### config.mk
export PLATFORM = sky130hd
export DESIGN_NAME = arpu_merge
export DESIGN_NICKNAME = d
export VERILOG_FILES = /design/src/sv/arpu_pkg.sv /design/src/sv/arpu_merge.sv
export SDC_FILE = /design/constraint.sdc
export NUM_CORES = 1
export LEC_CHECK = 0
export BUFFER_PORTS_ARGS = -buffer_cell sky130_fd_sc_hd__buf_2
export CAP_MARGIN = 10
export CORE_MARGIN = 5
export CORE_UTILIZATION = 25
export DETAILED_ROUTE_END_ITERATION = 16
export PLACE_DENSITY = 0.49
export SLEW_MARGIN = 10
export SYNTH_ARGS = -nofsm -noshare
export SYNTH_HDL_FRONTEND = slang
export SYNTH_SLANG_ARGS = --single-unit
### constraint.sdc
create_clock -name clock -period 4.4 [get_ports clock]
set_clock_uncertainty 0.2 [all_clocks]
set_input_delay 0.66 -clock clock [delete_from_list [all_inputs] [get_ports clock]]
set_output_delay 0.66 -clock clock [all_outputs]
set_load 0.02 [all_outputs]
### src/sv/arpu_pkg.sv
// Package: command codes, S-box tables and GF(2^8) helpers for the AES round unit.
`default_nettype none
package arpu_pkg;

   typedef enum logic [2:0] {
      CMD_SUB       = 3'd0,
      CMD_INV_SUB   = 3'd1,
      CMD_SHIFT     = 3'd2,
      CMD_INV_SHIFT = 3'd3,
      CMD_MIX       = 3'd4,
      CMD_INV_MIX   = 3'd5,
      CMD_ADD_KEY   = 3'd6,
      CMD_PASS      = 3'd7
   } cmd_type;

   localparam int LANES = 4;

   typedef logic [7:0] byte_type;
   typedef byte_type [3:0] column_type;
   typedef byte_type [15:0] block_type;

   localparam logic [7:0] GF_POLY = 8'h1b;

   localparam logic [7:0] FWD_SBOX [256] = '{
      8'h63,8'h7c,8'h77,8'h7b,8'hf2,8'h6b,8'h6f,8'hc5,8'h30,8'h01,8'h67,8'h2b,8'hfe,8'hd7,8'hab,8'h76,
      8'hca,8'h82,8'hc9,8'h7d,8'hfa,8'h59,8'h47,8'hf0,8'had,8'hd4,8'ha2,8'haf,8'h9c,8'ha4,8'h72,8'hc0,
      8'hb7,8'hfd,8'h93,8'h26,8'h36,8'h3f,8'hf7,8'hcc,8'h34,8'ha5,8'he5,8'hf1,8'h71,8'hd8,8'h31,8'h15,
      8'h04,8'hc7,8'h23,8'hc3,8'h18,8'h96,8'h05,8'h9a,8'h07,8'h12,8'h80,8'he2,8'heb,8'h27,8'hb2,8'h75,
      8'h09,8'h83,8'h2c,8'h1a,8'h1b,8'h6e,8'h5a,8'ha0,8'h52,8'h3b,8'hd6,8'hb3,8'h29,8'he3,8'h2f,8'h84,
      8'h53,8'hd1,8'h00,8'hed,8'h20,8'hfc,8'hb1,8'h5b,8'h6a,8'hcb,8'hbe,8'h39,8'h4a,8'h4c,8'h58,8'hcf,
      8'hd0,8'hef,8'haa,8'hfb,8'h43,8'h4d,8'h33,8'h85,8'h45,8'hf9,8'h02,8'h7f,8'h50,8'h3c,8'h9f,8'ha8,
      8'h51,8'ha3,8'h40,8'h8f,8'h92,8'h9d,8'h38,8'hf5,8'hbc,8'hb6,8'hda,8'h21,8'h10,8'hff,8'hf3,8'hd2,
      8'hcd,8'h0c,8'h13,8'hec,8'h5f,8'h97,8'h44,8'h17,8'hc4,8'ha7,8'h7e,8'h3d,8'h64,8'h5d,8'h19,8'h73,
      8'h60,8'h81,8'h4f,8'hdc,8'h22,8'h2a,8'h90,8'h88,8'h46,8'hee,8'hb8,8'h14,8'hde,8'h5e,8'h0b,8'hdb,
      8'he0,8'h32,8'h3a,8'h0a,8'h49,8'h06,8'h24,8'h5c,8'hc2,8'hd3,8'hac,8'h62,8'h91,8'h95,8'he4,8'h79,
      8'he7,8'hc8,8'h37,8'h6d,8'h8d,8'hd5,8'h4e,8'ha9,8'h6c,8'h56,8'hf4,8'hea,8'h65,8'h7a,8'hae,8'h08,
      8'hba,8'h78,8'h25,8'h2e,8'h1c,8'ha6,8'hb4,8'hc6,8'he8,8'hdd,8'h74,8'h1f,8'h4b,8'hbd,8'h8b,8'h8a,
      8'h70,8'h3e,8'hb5,8'h66,8'h48,8'h03,8'hf6,8'h0e,8'h61,8'h35,8'h57,8'hb9,8'h86,8'hc1,8'h1d,8'h9e,
      8'he1,8'hf8,8'h98,8'h11,8'h69,8'hd9,8'h8e,8'h94,8'h9b,8'h1e,8'h87,8'he9,8'hce,8'h55,8'h28,8'hdf,
      8'h8c,8'ha1,8'h89,8'h0d,8'hbf,8'he6,8'h42,8'h68,8'h41,8'h99,8'h2d,8'h0f,8'hb0,8'h54,8'hbb,8'h16
   };

   localparam logic [7:0] INV_SBOX [256] = '{
      8'h52,8'h09,8'h6a,8'hd5,8'h30,8'h36,8'ha5,8'h38,8'hbf,8'h40,8'ha3,8'h9e,8'h81,8'hf3,8'hd7,8'hfb,
      8'h7c,8'he3,8'h39,8'h82,8'h9b,8'h2f,8'hff,8'h87,8'h34,8'h8e,8'h43,8'h44,8'hc4,8'hde,8'he9,8'hcb,
      8'h54,8'h7b,8'h94,8'h32,8'ha6,8'hc2,8'h23,8'h3d,8'hee,8'h4c,8'h95,8'h0b,8'h42,8'hfa,8'hc3,8'h4e,
      8'h08,8'h2e,8'ha1,8'h66,8'h28,8'hd9,8'h24,8'hb2,8'h76,8'h5b,8'ha2,8'h49,8'h6d,8'h8b,8'hd1,8'h25,
      8'h72,8'hf8,8'hf6,8'h64,8'h86,8'h68,8'h98,8'h16,8'hd4,8'ha4,8'h5c,8'hcc,8'h5d,8'h65,8'hb6,8'h92,
      8'h6c,8'h70,8'h48,8'h50,8'hfd,8'hed,8'hb9,8'hda,8'h5e,8'h15,8'h46,8'h57,8'ha7,8'h8d,8'h9d,8'h84,
      8'h90,8'hd8,8'hab,8'h00,8'h8c,8'hbc,8'hd3,8'h0a,8'hf7,8'he4,8'h58,8'h05,8'hb8,8'hb3,8'h45,8'h06,
      8'hd0,8'h2c,8'h1e,8'h8f,8'hca,8'h3f,8'h0f,8'h02,8'hc1,8'haf,8'hbd,8'h03,8'h01,8'h13,8'h8a,8'h6b,
      8'h3a,8'h91,8'h11,8'h41,8'h4f,8'h67,8'hdc,8'hea,8'h97,8'hf2,8'hcf,8'hce,8'hf0,8'hb4,8'he6,8'h73,
      8'h96,8'hac,8'h74,8'h22,8'he7,8'had,8'h35,8'h85,8'he2,8'hf9,8'h37,8'he8,8'h1c,8'h75,8'hdf,8'h6e,
      8'h47,8'hf1,8'h1a,8'h71,8'h1d,8'h29,8'hc5,8'h89,8'h6f,8'hb7,8'h62,8'h0e,8'haa,8'h18,8'hbe,8'h1b,
      8'hfc,8'h56,8'h3e,8'h4b,8'hc6,8'hd2,8'h79,8'h20,8'h9a,8'hdb,8'hc0,8'hfe,8'h78,8'hcd,8'h5a,8'hf4,
      8'h1f,8'hdd,8'ha8,8'h33,8'h88,8'h07,8'hc7,8'h31,8'hb1,8'h12,8'h10,8'h59,8'h27,8'h80,8'hec,8'h5f,
      8'h60,8'h51,8'h7f,8'ha9,8'h19,8'hb5,8'h4a,8'h0d,8'h2d,8'he5,8'h7a,8'h9f,8'h93,8'hc9,8'h9c,8'hef,
      8'ha0,8'he0,8'h3b,8'h4d,8'hae,8'h2a,8'hf5,8'hb0,8'hc8,8'heb,8'hbb,8'h3c,8'h83,8'h53,8'h99,8'h61,
      8'h17,8'h2b,8'h04,8'h7e,8'hba,8'h77,8'hd6,8'h26,8'he1,8'h69,8'h14,8'h63,8'h55,8'h21,8'h0c,8'h7d
   };

   function automatic logic [7:0] gf_dbl(input logic [7:0] v);
      gf_dbl = {v[6:0], 1'b0} ^ (v[7] ? GF_POLY : 8'h00);
   endfunction

endpackage
`default_nettype wire

### src/sv/arpu_merge.sv
// Merge stage: row shifts across lanes, picks lane results, output register.
`default_nettype none
module arpu_merge (
   input  wire                      clock,
   input  wire                      reset,
   input  wire                      in_valid,
   output logic                     in_ready,
   input  wire arpu_pkg::cmd_type   cmd,
   input  wire arpu_pkg::block_type state,
   input  wire arpu_pkg::block_type lane_out,
   output logic                     out_valid,
   input  wire                      out_ready,
   output arpu_pkg::block_type      out_data
);

   arpu_pkg::block_type shifted, result_in, result_ff;
   logic valid_ff, valid_in;

   always_comb begin
      for (int c = 0; c < 4; c++) begin
         for (int r = 0; r < 4; r++) begin
            if (cmd == arpu_pkg::CMD_SHIFT) begin
               shifted[r + 4*c] = state[r + 4*((c + r) % 4)];
            end else begin
               shifted[r + 4*c] = state[r + 4*((c + 4 - r) % 4)];
            end
         end
      end
      case (cmd) inside
         arpu_pkg::CMD_SHIFT, arpu_pkg::CMD_INV_SHIFT: result_in = shifted;
         default:                                      result_in = lane_out;
      endcase
   end

   assign in_ready  = !valid_ff || out_ready;
   assign valid_in  = (in_valid && in_ready) || (valid_ff && !out_ready);
   assign out_valid = valid_ff;
   assign out_data  = result_ff;

   always_ff @(posedge clock) begin
      if (reset) begin
         valid_ff <= 1'b0;
      end else begin
         valid_ff <= valid_in;
      end
      if (in_valid && in_ready) begin
         result_ff <= result_in;
      end
   end

endmodule
`default_nettype wire

==> impl_summary.log <==
INFO  metric run_status = finished, final reports clean
INFO  metric synth_largest_type_area_fraction = 0.5957
INFO  metric tcrit_tclk_final = 0.5249
INFO  metric yosys.area_share.xor_xnor = 0
INFO  metric ys_seq_elements = 129
INFO  metric top_level_ports = between 300 and 400
INFO  metric synthesis.nets = between 600 and 700
INFO  metric max-slew-margin-rel = 0.2662
INFO  metric postRouteWirelength = 19360 µm
INFO  metric post_drt_wl_per_cell = about 18 µm
INFO  metric clk-insertion-delay-late = between 400 and 500 ps
INFO  metric post-dp-hpwl = 14810 µm
INFO  metric avgViaCountPerCell = 4.156
INFO  metric grt_pass1_wl = ~27000 µm
INFO  metric totalPowerFinal = approximately 3.5 mW
INFO  metric yosys.area.top_type = sky130_fd_sc_hd__edfxtp_1
INFO  metric time_the_worst_path_needs_with_i_o_delays_and_setup = between 2000 and 2500 ps
INFO  metric clk_pin_slew = 60 ps
INFO  metric design.die.area = about 0.029 mm²
INFO  metric post_synth_main_area_contributors = sky130_fd_sc_hd__edfxtp_1, sky130_fd_sc_hd__mux2_2, sky130_fd_sc_hd__mux2_4
INFO  metric finalMaxSlewViolations = 0
INFO  metric drive_gt1_frac = 0.8064
INFO  metric setup_tns_final = 0 ps
INFO  metric peak_supply_drop = between 200 and 250 µV
INFO  metric buffer_ports.inserted = 392
INFO  metric antenna_found_initial = 4
INFO  metric min_path_type = input port to register
INFO  metric finalSetupViolCount = 0
INFO  metric finalInstanceArea = roughly 0.0093 mm²
INFO  metric cts_made_buffers = 17
INFO  metric finalNetCount = ~1k
INFO  metric die_w = about 170 µm
INFO  metric ant_nets = 0
INFO  metric cts_repair_resize_count = 0
INFO  metric clock.fmax = between 0.4 and 0.5 GHz
INFO  metric cap_viol_max_count = 0
INFO  metric drt-initial-drc-count = 140
INFO  metric timing.setup.critical_path_class = input port to register
INFO  metric synth_cell_types = 13
INFO  metric clock-sinks = between 100 and 150
INFO  metric post_synth_fa_ha_maj_area_fraction = 0
INFO  metric crit_fanout = 47
INFO  metric p_leak = approximately 4.1 nW
INFO  metric place_worst_setup_slack = approximately 1700 ps
INFO  metric synth-compound-area-share = 0.0007756
INFO  metric cp-end-kind = register
INFO  metric synthesized_area_fraction_occupied_by_and_or_nand_nor_cells = 0.003878
INFO  metric cts_buffer_depth = 2
INFO  metric finalWeightedCongestion = 0.7287
INFO  metric cts_tree = built
INFO  metric rows = just under 60
INFO  metric vertical_die_dimension = roughly 170 µm
INFO  metric tightestPinTransition = ~1100 ps
INFO  metric syn_to_final_growth = 43.82%
INFO  metric power_per_cell_area = about 380 mW/mm²
INFO  metric detail_route.first_pass.iterations = 4
INFO  metric initial_core_util = 0.2548
INFO  metric mappedNetlistArea = roughly 0.0065 mm²
INFO  metric avg_cell_area_syn = around 19 µm²
INFO  metric post-route-drc-count = 0
INFO  metric ys.warnings.count = 0
INFO  metric htree_num_levels = 4
INFO  metric muxShareOfSynthArea = 0.3647
INFO  metric minimum_setup_slack_in_the_final_design = between 2000 and 2500 ps
INFO  metric synthesis.instances = between 300 and 400
INFO  metric synth_top_family_by_area = multiplexers
INFO  metric hold_viol = 0
INFO  metric sequential_share_of_the_synthesized_area = 0.5988
INFO  metric postPlaceCellArea = 0.008683 mm²
INFO  metric largest_net_degree_at_the_start_of_global_routing = 79
INFO  metric required_time_at_the_worst_slack_endpoint = roughly 4400 ps
INFO  metric globalRouteTotalUtil = 0.1235
INFO  metric floorplan.core_area = ~0.025 mm²
INFO  metric grt_overflow_total = 0
INFO  metric rsz0062_at_grt = no
INFO  metric ctsHoldBuffers = 0
INFO  metric cp-start-kind = input port
INFO  metric post_cts.repair.setup_buffers = 0
INFO  metric vias = around 4.5k
INFO  metric via_count_of_the_first_global_routing_pass = 4710
INFO  metric clock-root-buffer = sky130_fd_sc_hd__clkbuf_16
INFO  metric cp.arrival = ~2300 ps
[power breakdown]
group          total [mW]  internal [mW]  switching [mW]
clock                1.43          0.887           0.545
combinational       0.580          0.289           0.291
sequential           1.48           1.46          0.0193
total                3.50           2.64           0.855
[cells in the final DEF, fill, tap and decap left out]
cell type,Yosys,layout
sky130_fd_sc_hd__nor2b_4,0,1
sky130_fd_sc_hd__nand2b_1,2,1
sky130_fd_sc_hd__a21oi_1,1,1
sky130_fd_sc_hd__clkinv_1,0,1
sky130_fd_sc_hd__edfxtp_1,128,128
sky130_fd_sc_hd__clkinvlp_4,0,2
sky130_fd_sc_hd__buf_2,2,391
sky130_fd_sc_hd__diode_2,0,3
sky130_fd_sc_hd__buf_12,0,1
sky130_fd_sc_hd__mux2_4,51,51
sky130_fd_sc_hd__clkinv_4,0,2
sky130_fd_sc_hd__mux2_2,128,128
sky130_fd_sc_hd__inv_1,1,1
sky130_fd_sc_hd__clkinv_2,0,4
sky130_fd_sc_hd__and2_4,0,1
sky130_fd_sc_hd__mux2_1,13,13
sky130_fd_sc_hd__bufinv_16,0,3
sky130_fd_sc_hd__clkbuf_16,0,17
sky130_fd_sc_hd__inv_6,0,2
sky130_fd_sc_hd__buf_4,6,4
sky130_fd_sc_hd__nand2b_2,0,1
sky130_fd_sc_hd__dfxtp_1,1,1
[final timing paths]
check                                     startpoint                      end  slack (ps)  cells past startpoint
worst max register to register  out_valid$_SDFF_PP0_  out_data[104]$_DFFE_PP_        2590                      3
worst min-delay path                           reset     out_valid$_SDFF_PP0_         210                      2
worst min register to register  out_valid$_SDFF_PP0_     out_valid$_SDFF_PP0_         320                      2
worst max-delay path                          cmd[2]   out_data[38]$_DFFE_PP_        2090                      4
[final cells by class]
| cell class | count | area, µm² |
|---|---|---|
| well taps | 330 | 412.9 |
| clock buffers | 17 | 425.4 |
| flip-flops and latches | 129 | 3864 |
| inverters | 1 | 3.754 |
| fillers | 2557 | 16050 |
| multi-input cells | 197 | 2396 |
| diodes | 3 | 7.507 |
| clock inverters | 14 | 163.9 |
| repair buffers | 396 | 2007 |
[per-layer routing]
| layer | routed length, µm | vias up | GRT usage |
|---|---|---|---|
| met4 | 243 | 2 | 0.03993 |
| met2 | 10010 | 232 | 0.2211 |
| li1 | - | 2156 | - |
| met3 | 2130 | 16 | 0.04529 |
| met1 | 6959 | 2112 | 0.1360 |
| met5 | 20 | - | 0 |
[Yosys cell counts]
| cell type | count |
|---|---|
| sky130_fd_sc_hd__buf_6 | 13 |
| sky130_fd_sc_hd__mux2_4 | 51 |
| sky130_fd_sc_hd__inv_1 | 1 |
| sky130_fd_sc_hd__a21oi_1 | 1 |
| sky130_fd_sc_hd__edfxtp_1 | 128 |
| sky130_fd_sc_hd__mux2_1 | 13 |
| sky130_fd_sc_hd__nor2b_1 | 1 |
| sky130_fd_sc_hd__dfxtp_1 | 1 |
| sky130_fd_sc_hd__and2_1 | 1 |
| sky130_fd_sc_hd__buf_4 | 6 |
| sky130_fd_sc_hd__buf_2 | 2 |
| sky130_fd_sc_hd__mux2_2 | 128 |
| sky130_fd_sc_hd__nand2b_1 | 2 |
[per-stage QoR]
| stage | utilization | hold WS, ps | instances |
|---|---|---|---|
| 2_1_floorplan | - | 528.9 | 348 |
| 4_1_cts | 0.3661 | 175.5 | 1084 |
| 3_3_place_gp | 0.3429 | 314.4 | 1053 |
| 6_report | 0.3664 | 205.4 | 1087 |
| 3_5_place_dp | 0.3429 | 316.9 | 1053 |
| 5_1_grt | 0.3664 | 193.1 | 1087 |
[cell families (layout without fill, tap and decap cells)]
| group | after synthesis | after routing |
|---|---|---|
| mux | 192 | 192 |
| flops | 129 | 129 |
| buf+inv | 22 | 428 |
| simple gates | 4 | 4 |
| compound gates | 1 | 1 |
| other cells | 0 | 3 |
[worst max-delay path: stages]
cell,delay (ps)
sky130_fd_sc_hd__buf_2,110
sky130_fd_sc_hd__nand2b_2,400
sky130_fd_sc_hd__buf_4,610
sky130_fd_sc_hd__mux2_2,410
[state kept, by name, summed over array words and instances, names as in the netlist]
name,count
out_valid,1
out_data,128
(Power assumes the default switching activity.)
